## config.mk

```make
export PLATFORM = sky130hd
export DESIGN_NAME = rc_channel_frame_packer_top
export DESIGN_NICKNAME = d
export VERILOG_FILES = /design/src/rcfp_pkg.sv /design/src/rcfp_lane.sv /design/src/rcfp_serializer.sv /design/src/rc_channel_frame_packer_top.sv
export VERILOG_INCLUDE_DIRS = /design/src /design/src/src
export SDC_FILE = /design/constraint.sdc
export NUM_CORES = 2
export LEC_CHECK = 0
export BUFFER_PORTS_ARGS = -buffer_cell sky130_fd_sc_hd__buf_2
export CAP_MARGIN = 40
export CORE_AREA = 2 2 294 296
export CTS_CLUSTER_DIAMETER = 60
export DETAILED_ROUTE_END_ITERATION = 10
export DIE_AREA = 0 0 296 298
export GPL_TIMING_DRIVEN = 0
export PLACE_DENSITY_LB_ADDON = 0.15
export SLEW_MARGIN = 10
export SYNTH_ARGS = -nofsm -noshare
export SYNTH_HDL_FRONTEND = slang
export SYNTH_SLANG_ARGS = --single-unit
```

## constraint.sdc

```tcl
create_clock -name clk -period 17.9 [get_ports clk]
set_input_delay 0 -clock clk [delete_from_list [all_inputs] [get_ports clk]]
set_output_delay 0 -clock clk [all_outputs]
set_load 0.05 [all_outputs]
```

## src/rc_channel_frame_packer_top_defines.svh

```systemverilog
// Assertion macros used by the channel frame packer serializer.
`ifndef RC_CHANNEL_FRAME_PACKER_TOP_DEFINES_SVH
`define RC_CHANNEL_FRAME_PACKER_TOP_DEFINES_SVH

// Checks that cons holds in the same cycle as ante.
`define RCFP_ASSERT_SAME(label, clk, rst_n, ante, cons) \
    label: assert property (@(posedge clk) disable iff (!rst_n) (ante) |-> (cons)) \
        else $error("rcfp assertion failed");

// Checks that cons holds in the cycle after ante.
`define RCFP_ASSERT_NEXT(label, clk, rst_n, ante, cons) \
    label: assert property (@(posedge clk) disable iff (!rst_n) (ante) |=> (cons)) \
        else $error("rcfp assertion failed");

`endif

```

## src/rcfp_pkg.sv

```systemverilog
// Types, constants and helper functions of the channel frame packer.
package rcfp_pkg;

    localparam int FRAME_BYTES = 12;
    localparam int NUM_STAGES  = 5;
    localparam int SAMPLE_W    = 12;
    localparam int SCALED_W    = 10;

    localparam logic [15:0] MID_VALUE   = 16'd1500;
    localparam logic [15:0] OFFSET_BASE = 16'd2500;
    localparam logic [9:0]  SCALE_GAIN  = 10'd1000;
    localparam logic [7:0]  SEQ_LIMIT   = 8'd200;
    localparam logic [7:0]  FRAME_TRAILER = 8'hA5;

    localparam logic [15:0] RST_CENTER    = 16'd1500;
    localparam logic [10:0] RST_DEAD_LOW  = 11'd1470;
    localparam logic [15:0] RST_DEAD_HIGH = 16'd1530;
    localparam logic [15:0] RST_SHIFT     = 16'd30;
    localparam logic [15:0] RST_CLAMP_MIN = 16'd1100;
    localparam logic [15:0] RST_CLAMP_MAX = 16'd1900;

    typedef enum logic [2:0] {
        REG_YAW_CENTER   = 3'd0,
        REG_ROLL_CENTER  = 3'd1,
        REG_PITCH_CENTER = 3'd2,
        REG_DEAD_LOW     = 3'd3,
        REG_DEAD_HIGH    = 3'd4,
        REG_CLAMP_MIN    = 3'd5,
        REG_CLAMP_MAX    = 3'd6
    } cfg_reg_t;

    // Settings shared by all conditioned lanes; shift is 1500 minus dead_low.
    typedef struct packed {
        logic [10:0] dead_low;
        logic [15:0] dead_high;
        logic [15:0] shift;
        logic [15:0] clamp_min;
        logic [15:0] clamp_max;
    } cond_cfg_t;

    // Frame fields that travel beside the lanes.
    typedef struct packed {
        logic [7:0]          lead;
        logic [7:0]          mask;
        logic [7:0]          seq;
        logic [SCALED_W-1:0] throttle;
    } side_t;

    // sample * 1000 >> 12, at most 999.
    function automatic logic [SCALED_W-1:0] scale_sample(logic [SAMPLE_W-1:0] s);
        logic [21:0] prod;
        prod = 22'(s) * 22'(SCALE_GAIN);
        return prod[21:12];
    endfunction

endpackage

```

## src/rcfp_lane.sv

```systemverilog
// One stick channel lane: scaling, offset, deadband and clamp in five stages.
module rcfp_lane
    import rcfp_pkg::*;
(
    input  logic                clk,
    input  logic                adv,
    input  logic [SAMPLE_W-1:0] sample,
    input  logic [15:0]         center,
    input  cond_cfg_t           cfg,
    output logic [15:0]         chan
);

    logic [SCALED_W-1:0] s1_reg, s1_next;
    logic [15:0] v0_reg, v0_next;
    logic [15:0] v2_reg, v2_next;
    logic [15:0] v3_reg, v3_next;
    logic [15:0] chan_reg, chan_next;
    logic [15:0] dl_ext;
    logic [15:0] v1;
    logic [15:0] v4;

    assign dl_ext = {5'd0, cfg.dead_low};

    always_comb
    begin
        s1_next = scale_sample(sample);
        v0_next = OFFSET_BASE + 16'(s1_reg) - center;

        // Inside the band snaps to mid; below the lower edge is shifted up.
        v1 = ((v0_reg > dl_ext) && (v0_reg < cfg.dead_high)) ? MID_VALUE : v0_reg;
        v2_next = (v1 < dl_ext) ? v1 + cfg.shift : v1;

        v3_next = (v2_reg > cfg.dead_high) ? v2_reg - cfg.shift : v2_reg;

        // With crossed limits the upper limit wins.
        v4 = (v3_reg <= cfg.clamp_min) ? cfg.clamp_min : v3_reg;
        chan_next = (v4 >= cfg.clamp_max) ? cfg.clamp_max : v4;
    end

    always_ff @(posedge clk)
    begin
        if (adv)
        begin
            s1_reg   <= s1_next;
            v0_reg   <= v0_next;
            v2_reg   <= v2_next;
            v3_reg   <= v3_next;
            chan_reg <= chan_next;
        end
    end

    assign chan = chan_reg;

endmodule

```

## src/rcfp_serializer.sv

```systemverilog
// Frame buffer that sends a finished frame one word per cycle while m_tready is high.
module rcfp_serializer
    import rcfp_pkg::*;
(
    input  logic                     clk,
    input  logic                     rst_n,
    input  logic                     load_valid,
    output logic                     load_ready,
    input  logic [FRAME_BYTES*8-1:0] frame,
    output logic                     m_tvalid,
    input  logic                     m_tready,
    output logic [7:0]               m_tdata,
    output logic                     m_tlast
);

    `include "rc_channel_frame_packer_top_defines.svh"

    localparam logic [3:0] LAST_IDX = 4'(FRAME_BYTES - 1);

    logic [FRAME_BYTES*8-1:0] frame_reg, frame_next;
    logic [3:0] cnt_reg, cnt_next;
    logic busy_reg, busy_next;
    logic take;
    logic load;

    assign take       = busy_reg && m_tready;
    assign load_ready = !busy_reg || (take && (cnt_reg == LAST_IDX));
    assign load       = load_valid && load_ready;

    always_comb
    begin
        frame_next = frame_reg;
        cnt_next   = cnt_reg;
        busy_next  = busy_reg;
        if (load)
        begin
            frame_next = frame;
            cnt_next   = 4'd0;
            busy_next  = 1'b1;
        end
        else if (take)
        begin
            frame_next = frame_reg >> 8;
            cnt_next   = cnt_reg + 4'd1;
            if (cnt_reg == LAST_IDX)
            begin
                busy_next = 1'b0;
            end
        end
    end

    always_ff @(posedge clk or negedge rst_n)
    begin
        if (!rst_n)
        begin
            cnt_reg  <= 4'd0;
            busy_reg <= 1'b0;
        end
        else
        begin
            cnt_reg  <= cnt_next;
            busy_reg <= busy_next;
        end
    end

    always_ff @(posedge clk)
    begin
        frame_reg <= frame_next;
    end

    assign m_tvalid = busy_reg;
    assign m_tdata  = frame_reg[7:0];
    assign m_tlast  = (cnt_reg == LAST_IDX);

    `RCFP_ASSERT_SAME(a_trailer_last, clk, rst_n, m_tvalid && m_tlast, m_tdata == FRAME_TRAILER)
    `RCFP_ASSERT_NEXT(a_load_starts, clk, rst_n, load, m_tvalid && !m_tlast)
    `RCFP_ASSERT_NEXT(a_drain_idle, clk, rst_n, take && m_tlast && !load_valid, !m_tvalid)
    `RCFP_ASSERT_SAME(a_load_only_at_end, clk, rst_n, load && busy_reg, take && m_tlast)

endmodule

```

## src/rc_channel_frame_packer_top.sv

```systemverilog
// Top level of the radio control channel frame packer.
// Usage: a request word on the s_axis channel carries the lead byte, the button
// mask and four 12-bit stick samples (yaw, throttle, roll, pitch). For each
// accepted request the block sends a 12-word frame on the m_axis channel: lead,
// mask, yaw, throttle, roll and pitch little-endian, the sequence count and the
// 0xA5 trailer, with tlast on the trailer. Yaw, roll and pitch run through three
// identical lanes (scale, offset, deadband, clamp); throttle is only scaled.
// The first frame word is offered once the request has passed every lane stage
// and has been loaded into the frame buffer. The output rate is set by the
// single byte-wide output port; the lanes take a new request every cycle while
// their last stage is not waiting, and hold up to five requests in flight.
// When the receiver stalls, the frame buffer holds its word, the lane pipeline
// fills behind it and s_axis_tready drops once the last lane stage is waiting.
// The cfg channel writes the seven calibration registers (index 0 to 6); it is
// always ready and must only be used while the block is idle. Index 7 is ignored.
// Reset (rst_n low, asynchronous) empties the pipeline and the frame buffer,
// restores the register defaults and clears the sequence count.
module rc_channel_frame_packer_top
    import rcfp_pkg::*;
(
    input  logic        clk,
    input  logic        rst_n,
    // Request words.
    input  logic        s_axis_tvalid,
    output logic        s_axis_tready,
    // tdata: lead_byte[7:0], button_bits[15:8], yaw_sample[27:16],
    // throttle_sample[39:28], roll_sample[51:40], pitch_sample[63:52].
    input  logic [63:0] s_axis_tdata,
    // Frame words.
    output logic        m_axis_tvalid,
    input  logic        m_axis_tready,
    // tdata: frame_byte[7:0].
    output logic [7:0]  m_axis_tdata,
    // tlast: frame_last, set on the trailer word.
    output logic        m_axis_tlast,
    // Register writes.
    input  logic        cfg_valid,
    output logic        cfg_ready,
    input  logic [2:0]  cfg_index,
    input  logic [15:0] cfg_data
);

    logic [15:0] yaw_center_reg;
    logic [15:0] roll_center_reg;
    logic [15:0] pitch_center_reg;
    cond_cfg_t   cond_cfg_reg;

    logic [7:0] seq_reg, seq_next;
    logic [7:0] seq_inc;

    logic [NUM_STAGES-1:0] vld_reg, vld_next;
    side_t side_reg [NUM_STAGES];

    logic adv;
    logic accept;
    logic load_ready;
    logic [15:0] yaw_chan;
    logic [15:0] roll_chan;
    logic [15:0] pitch_chan;
    logic [FRAME_BYTES*8-1:0] frame;
    side_t side_last;

    // Configuration registers.
    assign cfg_ready = 1'b1;

    always_ff @(posedge clk or negedge rst_n)
    begin
        if (!rst_n)
        begin
            yaw_center_reg         <= RST_CENTER;
            roll_center_reg        <= RST_CENTER;
            pitch_center_reg       <= RST_CENTER;
            cond_cfg_reg.dead_low  <= RST_DEAD_LOW;
            cond_cfg_reg.dead_high <= RST_DEAD_HIGH;
            cond_cfg_reg.shift     <= RST_SHIFT;
            cond_cfg_reg.clamp_min <= RST_CLAMP_MIN;
            cond_cfg_reg.clamp_max <= RST_CLAMP_MAX;
        end
        else if (cfg_valid && cfg_ready)
        begin
            unique case (cfg_reg_t'(cfg_index))
                REG_YAW_CENTER:   yaw_center_reg   <= cfg_data;
                REG_ROLL_CENTER:  roll_center_reg  <= cfg_data;
                REG_PITCH_CENTER: pitch_center_reg <= cfg_data;
                REG_DEAD_LOW:
                begin
                    cond_cfg_reg.dead_low <= cfg_data[10:0];
                    // The shift is kept ready so that the lanes need no subtract for it.
                    cond_cfg_reg.shift    <= MID_VALUE - {5'd0, cfg_data[10:0]};
                end
                REG_DEAD_HIGH:    cond_cfg_reg.dead_high <= cfg_data;
                REG_CLAMP_MIN:    cond_cfg_reg.clamp_min <= cfg_data;
                REG_CLAMP_MAX:    cond_cfg_reg.clamp_max <= cfg_data;
                default:
                begin
                end
            endcase
        end
    end

    // The whole lane pipeline moves together; it stops only when the last
    // stage holds a frame that the buffer cannot take yet.
    assign adv           = !vld_reg[NUM_STAGES-1] || load_ready;
    assign s_axis_tready = adv;
    assign accept        = s_axis_tvalid && adv;

    // Sequence count 1..200, then back to 0; each frame carries the new value.
    assign seq_inc  = (seq_reg >= SEQ_LIMIT) ? 8'd0 : seq_reg + 8'd1;
    assign seq_next = accept ? seq_inc : seq_reg;

    always_comb
    begin
        vld_next = vld_reg;
        if (adv)
        begin
            vld_next = {vld_reg[NUM_STAGES-2:0], accept};
        end
    end

    always_ff @(posedge clk or negedge rst_n)
    begin
        if (!rst_n)
        begin
            seq_reg <= 8'd0;
            vld_reg <= '0;
        end
        else
        begin
            seq_reg <= seq_next;
            vld_reg <= vld_next;
        end
    end

    // Side fields travel in step with the lanes.
    always_ff @(posedge clk)
    begin
        if (adv)
        begin
            side_reg[0].lead     <= s_axis_tdata[7:0];
            side_reg[0].mask     <= s_axis_tdata[15:8];
            side_reg[0].seq      <= seq_inc;
            side_reg[0].throttle <= scale_sample(s_axis_tdata[39:28]);
            for (int i = 1; i < NUM_STAGES; i++)
            begin
                side_reg[i] <= side_reg[i-1];
            end
        end
    end

    rcfp_lane u_yaw_lane (
        .clk    (clk),
        .adv    (adv),
        .sample (s_axis_tdata[27:16]),
        .center (yaw_center_reg),
        .cfg    (cond_cfg_reg),
        .chan   (yaw_chan)
    );

    rcfp_lane u_roll_lane (
        .clk    (clk),
        .adv    (adv),
        .sample (s_axis_tdata[51:40]),
        .center (roll_center_reg),
        .cfg    (cond_cfg_reg),
        .chan   (roll_chan)
    );

    rcfp_lane u_pitch_lane (
        .clk    (clk),
        .adv    (adv),
        .sample (s_axis_tdata[63:52]),
        .center (pitch_center_reg),
        .cfg    (cond_cfg_reg),
        .chan   (pitch_chan)
    );

    // Merge the lane results into the frame, first word in the low byte.
    assign side_last = side_reg[NUM_STAGES-1];
    assign frame = {
        FRAME_TRAILER,
        side_last.seq,
        pitch_chan[15:8], pitch_chan[7:0],
        roll_chan[15:8],  roll_chan[7:0],
        {6'd0, side_last.throttle[9:8]}, side_last.throttle[7:0],
        yaw_chan[15:8],   yaw_chan[7:0],
        side_last.mask,
        side_last.lead
    };

    rcfp_serializer u_serializer (
        .clk        (clk),
        .rst_n      (rst_n),
        .load_valid (vld_reg[NUM_STAGES-1]),
        .load_ready (load_ready),
        .frame      (frame),
        .m_tvalid   (m_axis_tvalid),
        .m_tready   (m_axis_tready),
        .m_tdata    (m_axis_tdata),
        .m_tlast    (m_axis_tlast)
    );

endmodule
```

== Word level (Yosys, flattened, before mapping) ==
Memory sizes are Yosys's and may differ from the RTL's.
Cells that the tools add are included.
Word-level totals
  memories kept: 1
  memory bits (writable): 170
  word-level logic and storage cells: 122
  bits of input ports: 88
  output and inout bits: 12
  register bits after elaboration: 455
Operators by class
  $mul: 4
  eq/ne operators: 7
  reduce and logical (&&, ||, !) cells: 22
  multiplexer cells: 25
  add/subtract/negate cells: 15
  order comparisons: 19
Memories
  side_reg: words 5, bits a word 34, rd ports 5, clocked after Yosys merged registers in 0, wr ports 5, line rc_channel_frame_packer_top.sv:52  | side_t side_reg [NUM_STAGES];
Operators with widths (count)
  two-way mux 16 bit: 15
  two-way mux 88 bit: 2
  subtractor 16 bit: 6
  multiplier 12 x 7 -> 19 bit (second input constant): 4
  adder 16 bit: 3
  >= comparator 16 bit: 3
  > comparator 16 x 11 -> 1 bit: 3
  > comparator 16 bit: 3
  less-or-equal comparator 16 bit: 3
  less-than comparator 16 x 11 -> 1 bit: 3
  less-than comparator 16 bit: 3
  adder 12 x 10 -> 13 bit (first input constant): 3
  AND reduction 2 bit: 8
  subtractor 11 x 11 -> 12 bit (first input constant): 1
  == test 3 bit (second input constant): 3
  adder 8 x 1 -> 8 bit (second input constant): 1
  >= comparator 8 bit (second input constant): 1
  two-way mux 4 bit: 2
  two-way mux 8 bit: 1
  logical AND 1 bit: 7
  == test 3 x 2 -> 1 bit (second input constant): 2
  two-way mux 1 bit: 5
  adder 4 x 1 -> 4 bit (second input constant): 1
  == test 4 bit (second input constant): 1
  other kinds (5): 8

== Depth between registers and ports, before layout ==
  word-level depth: 6
  mapped depth: 29
  depth with buffers taken out: 26

== Modules after synthesis ==
Synthesis repeated with hierarchy kept, for this count alone.
Unflattened totals
  cell total of the unflattened synthesis: 3814
  area total of the unflattened synthesis: 44049.7 um^2
Modules (own cells, without submodules)
  rc_channel_frame_packer_top: cells each 758, area an instance 12487.0 um^2, seq. area each 8448.1 um^2, times used 1
  rcfp_lane (u_yaw_lane): cells each 957, area an instance 9162.5 um^2, seq. area each 2222.1 um^2, times used 1
  rcfp_lane (u_roll_lane): cells each 920, area an instance 9053.7 um^2, seq. area each 2222.1 um^2, times used 1
  rcfp_lane (u_pitch_lane): cells each 937, area an instance 8969.9 um^2, seq. area each 2222.1 um^2, times used 1
  rcfp_serializer: cells each 242, area an instance 4376.7 um^2, seq. area each 3007.9 um^2, times used 1

== Worst setup path after synthesis ==
Ideal clock, no wire load.
  path type: reg2reg
  start point: register u_serializer.cnt_reg[0]
  end point: register seq_reg[1]
  arrival: 11.586 ns
  required time: 17.775 ns
  setup time: 0.125 ns
  path buffers: 1
  cell stages (with the launch flop): 11
  path slack: 6.189 ns
  cell sequence: dfrtp_1 ha_1 nand2_1 nor2_1 nand2_1 nand2_1 inv_1 nand2_1 and2_1 clkbuf_1 mux2_2
Between the ends
  cells in the longest elaborated chain, start to end: 5
RTL lines
  start: declaration: line rcfp_serializer.sv:21  | logic [3:0] cnt_reg, cnt_next;
  start signal: assignment: line rcfp_serializer.sv:61  | cnt_reg <= cnt_next;
  == test 4 bit
  net m_axis_tlast: line rc_channel_frame_packer_top.sv:35  | output logic m_axis_tlast,
  logical AND 1 bit: line rcfp_serializer.sv:27  | assign load_ready = !busy_reg || (take && (cnt_reg == LAST_IDX));
  logical OR 1 bit: line rcfp_serializer.sv:27
  logical OR 1 bit: line rc_channel_frame_packer_top.sv:103  | assign adv = !vld_reg[NUM_STAGES-1] || load_ready;
  net s_axis_tready: line rc_channel_frame_packer_top.sv:25  | output logic s_axis_tready,
  logical AND 1 bit: line rc_channel_frame_packer_top.sv:105  | assign accept = s_axis_tvalid && adv;
  end signal: assignment: line rc_channel_frame_packer_top.sv:129  | seq_reg <= seq_next;
  end: declaration: line rc_channel_frame_packer_top.sv:48  | logic [7:0] seq_reg, seq_next;
The timed path passes the listed nets, and every way through them passes these cells.
A chain may end at the register's enable or synchronous reset.

== Worst setup path after layout ==
  start point: register cond_cfg_reg[18] in the netlist's numbering
  end point: register u_pitch_lane.chan_reg[11], in the netlist u_pitch_lane.chan[11] (data pin)
Between the ends
  cells in the longest elaborated chain, start to end: 4
RTL lines
  start: declaration: line rc_channel_frame_packer_top.sv:46  | cond_cfg_t cond_cfg_reg;
  less-or-equal comparator 16 bit: line rcfp_lane.sv:36  | v4 = (v3_reg <= cfg.clamp_min) ? cfg.clamp_min : v3_reg;
  two-way mux 16 bit (*): line rcfp_lane.sv:36
  >= comparator 16 bit: line rcfp_lane.sv:37  | chan_next = (v4 >= cfg.clamp_max) ? cfg.clamp_max : v4;
  two-way mux 16 bit (*): line rcfp_lane.sv:37
  net u_pitch_lane.chan_next[11]: line rcfp_lane.sv:17  | logic [15:0] chan_reg, chan_next;
  end signal: assignment: line rcfp_lane.sv:48  | chan_reg <= chan_next;
  end: declaration: line rcfp_lane.sv:17
The timed path passes the listed nets; every way through them passes the cells marked *.

==> impl_metrics.sql <==
INSERT INTO impl_metrics (metric_group, metric, value, unit) VALUES
('clock_network', 'cts-resized-gates', '0', ''),
('timing', 'finalClockSkew', '0.0670', 'ns'),
('synthesis', 'synth.cell_area', '0.0421', 'mm²'),
('synthesis', 'synth-edff-count', '474', ''),
('synthesis', 'synth-main-ff-cell', 'edfxtp_1', ''),
('floorplan', 'design.core.area', '0.0849', 'mm²'),
('global_routing', 'gr-usage-met1', '0.311', ''),
('timing', 'maxClockFrequency', '149', 'MHz'),
('layout', 'finish.net_count', '4841', ''),
('synthesis', 'synth.yosys.seq_area_share', '0.424', ''),
('layout', 'ff_latch_area', '0.0178', 'mm²'),
('worst_setup_path', 'timing.critical_path.slowest_cell_delay', '0.55', 'ns'),
('synthesis', 'syn-instance-count', '3830', ''),
('synthesis', 'synth.lib_cells_used.distinct', '94', ''),
('timing', 'worstMarginPinSlew', '0.933', 'ns'),
('drt', 'drc', '0', ''),
('timing', 'worst_slew_margin_rel', '0.374', ''),
('clock_network', 'clock-root-buffer', 'clkbuf_16', ''),
('timing', 'fin_setup_tns', '0', 'ns'),
('placement', 'placement.setup.worst_slack', '11.16', 'ns'),
('layout', 'layout.cells.most_common', 'ha_1', ''),
('worst_setup_path', 'critical_path_required', '18.27', 'ns'),
('worst_setup_path', 'cp-startpoint', 'cond_cfg_reg[18]', ''),
('worst_setup_path', 'timing.critical_path.to_type', 'flop', ''),
('timing', 'drv_slew', '0', ''),
('floorplan', 'chipHeight', '298', 'µm'),
('placement', 'portBuffers', '89', ''),
('clock_network', 'clock_tree.buffer_depth', '3', ''),
('layout', 'filler_cell_count', '7383', ''),
('layout', 'combined_area_of_the_multi_input_logic_cells', '0.0223', 'mm²'),
('layout', 'commonest_non_fill_non_tap_cells_in_the_layout', '539 x ha_1, 474 x edfxtp_1, 423 x inv_1', ''),
('worst_setup_path', 'worstPathMaxFanout', '10', ''),
('power', 'p_leak', '20.2', 'nW'),
('global_routing', 'first_global_vias', '28100', ''),
('timing', 'clock_period_minus_worst_slack', '6.72', 'ns'),
('drt', 'vias_per_cell', '5.41', ''),
('synthesis', 'postSynthRegisterBits', '617', ''),
('worst_setup_path', 'worst_path_dominant_cell_family', 'compound AO/OA/AOI/OAI gates', ''),
('timing', 'finalSetupViolCount', '0', ''),
('layout', 'synthToLayoutAreaGrowth', '12.5', '%'),
('drt', 'drtIter0Drc', '1842', ''),
('layout', 'largest_register_ff_count', '170', ''),
('run_status', 'outcome', 'complete, no violations', ''),
('worst_setup_path', 'count_of_buffering_cells_on_the_critical_path_with_inverters_included', '4', ''),
('placement', 'gpl.final_weighted_congestion', '0.920', ''),
('timing', 'finalHoldViolCount', '0', ''),
('drt', 'ant_nets', '0', ''),
('floorplan', 'dieWidth', '296', 'µm'),
('global_routing', 'overflow', '0', ''),
('global_routing', 'met2_usage', '0.382', ''),
('global_routing', 'largest_net_degree_at_the_start_of_global_routing', '75', ''),
('synthesis', 'yosys_warnings', '0', ''),
('global_routing', 'met3_usage', '0.0326', ''),
('drt', 'routed-via-count', '28500', ''),
('clock_network', 'clk_pin_slew_worst_paths', '0.06', 'ns'),
('job', 'timing.max_cap.violations', '0', ''),
('floorplan', 'ioPinCount', '100', ''),
('worst_setup_path', 'timing_worst_setup_path_type', 'flop to flop', ''),
('clock_network', 'tritoncts_clock_tree', 'built', ''),
('clock_network', 'cts_made_buffers', '75', ''),
('placement', 'detailedPlacementHpwl', '77000', 'µm'),
('drt', 'dr.pass1.iters', '5', ''),
('synthesis', 'syn-num-nets', '4611', ''),
('global_routing', 'grt_use_total', '0.232', ''),
('clock_network', 'h-tree-depth', '3', ''),
('global_routing', 'first_pass_grt_wire_length', '158000', 'µm'),
('layout', 'post_route_cells_drive_above_1_share', '0.125', ''),
('floorplan', 'core.rowCount', '107', ''),
('worst_setup_path', 'critical_path_cell_with_the_highest_stage_delay', 'dfstp_2', ''),
('timing', 'period_share', '0.375', ''),
('timing', 'rsz0062_at_grt', 'false', '');
[worst reg2reg max path: cells and delay by family, from the launching register on]
family | cells | cell delay (ns)
adders and majority gates | 2 | 0.61
AOI/OAI and AO/OA | 16 | 2.67
buffers and inverters | 4 | 1.22
muxes | 2 | 0.81
and+or+nand+nor | 4 | 0.60
DFF | 1 | 0.55
[layout make-up]
class / instances / area share
Timing Repair Buffer: 153 / 0.0264
Clock inverter: 44 / 0.0108
Buffer: 97 / 0.00895
Inverter: 426 / 0.0338
Clock buffer: 95 / 0.0433
Sequential cell: 617 / 0.377
Multi-Input combinational cell: 2690 / 0.470
Tap cell: 1144 / 0.0302
[synthesized netlist by cell type (62+ instances only)]
| library cell | count | share of area |
|---|---|---|
| a21o_1 | 62 | 0.011 |
| a21oi_1 | 147 | 0.017 |
| clkbuf_1 | 76 | 0.0068 |
| dfrtp_1 | 84 | 0.050 |
| edfxtp_1 | 474 | 0.34 |
| fa_1 | 154 | 0.073 |
| ha_1 | 539 | 0.16 |
| inv_1 | 424 | 0.038 |
| mux2_2 | 172 | 0.046 |
| nand2_1 | 385 | 0.034 |
| nor2_1 | 173 | 0.015 |
| o21ai_0 | 297 | 0.035 |
| xnor2_1 | 106 | 0.022 |
[power by group]
part	internal [mW]	total, mW	switching, mW
Combinational	1.18	2.71	1.54
Clock	0.902	1.53	0.626
Sequential	1.93	2.07	0.147
[layer usage]
| layer | part of all wire | up-vias |
|---|---|---|
| met5 | 0 | - |
| met4 | 0.038 | 0 |
| met3 | 0.046 | 188 |
| met2 | 0.47 | 625 |
| met1 | 0.44 | 13700 |
| li1 | - | 14000 |
[what timing repair did]
| action | CTS | global route |
|---|---|---|
| endpoints found under the setup margin | 0 | 0 |
| hold buffers | 40 | 0 |
| hold endpoints to repair | 202 | 0 |
[worst paths after layout]
kind	cells past startpoint	to
max	28	u_pitch_lane.chan[11]
min	2	cond_cfg_reg[22]
max reg2reg	28	u_pitch_lane.chan[11]
min reg2reg	0	side_reg[0][36]
max in group asynchronous	3	cond_cfg_reg[36]
min in group clk	2	side_reg[0][22]
[stage by stage]
stage          std cells   util  power, mW  hold WS, ns  instance area [µm²]
2_1_floorplan       3830      -       4.14       -0.296                42100
3_3_place_gp        5063  0.518       4.80        0.177                44000
5_1_grt             5266  0.558       6.80       0.0410                47400
3_5_place_dp        5087  0.523       4.79      0.00455                44400
6_report            5266  0.558       6.31       0.0454                47400
4_1_cts             5266  0.558       6.35       0.0121                47400
[cell families (layout without fill, tap and decap cells)]
group	count (synthesis)	in the layout	synth area share
AOI/OAI and AO/OA	760	760	0.113
xor gates and xnor gates	163	163	0.0339
muxes	185	185	0.0495
adders and majority gates	707	707	0.237
buffers and inverters	523	815	0.0480
other	1	1	0.0000890
DFF	617	617	0.424
and+or+nand+nor	874	874	0.0952
Note: power is estimated with default switching activity, not from simulation.
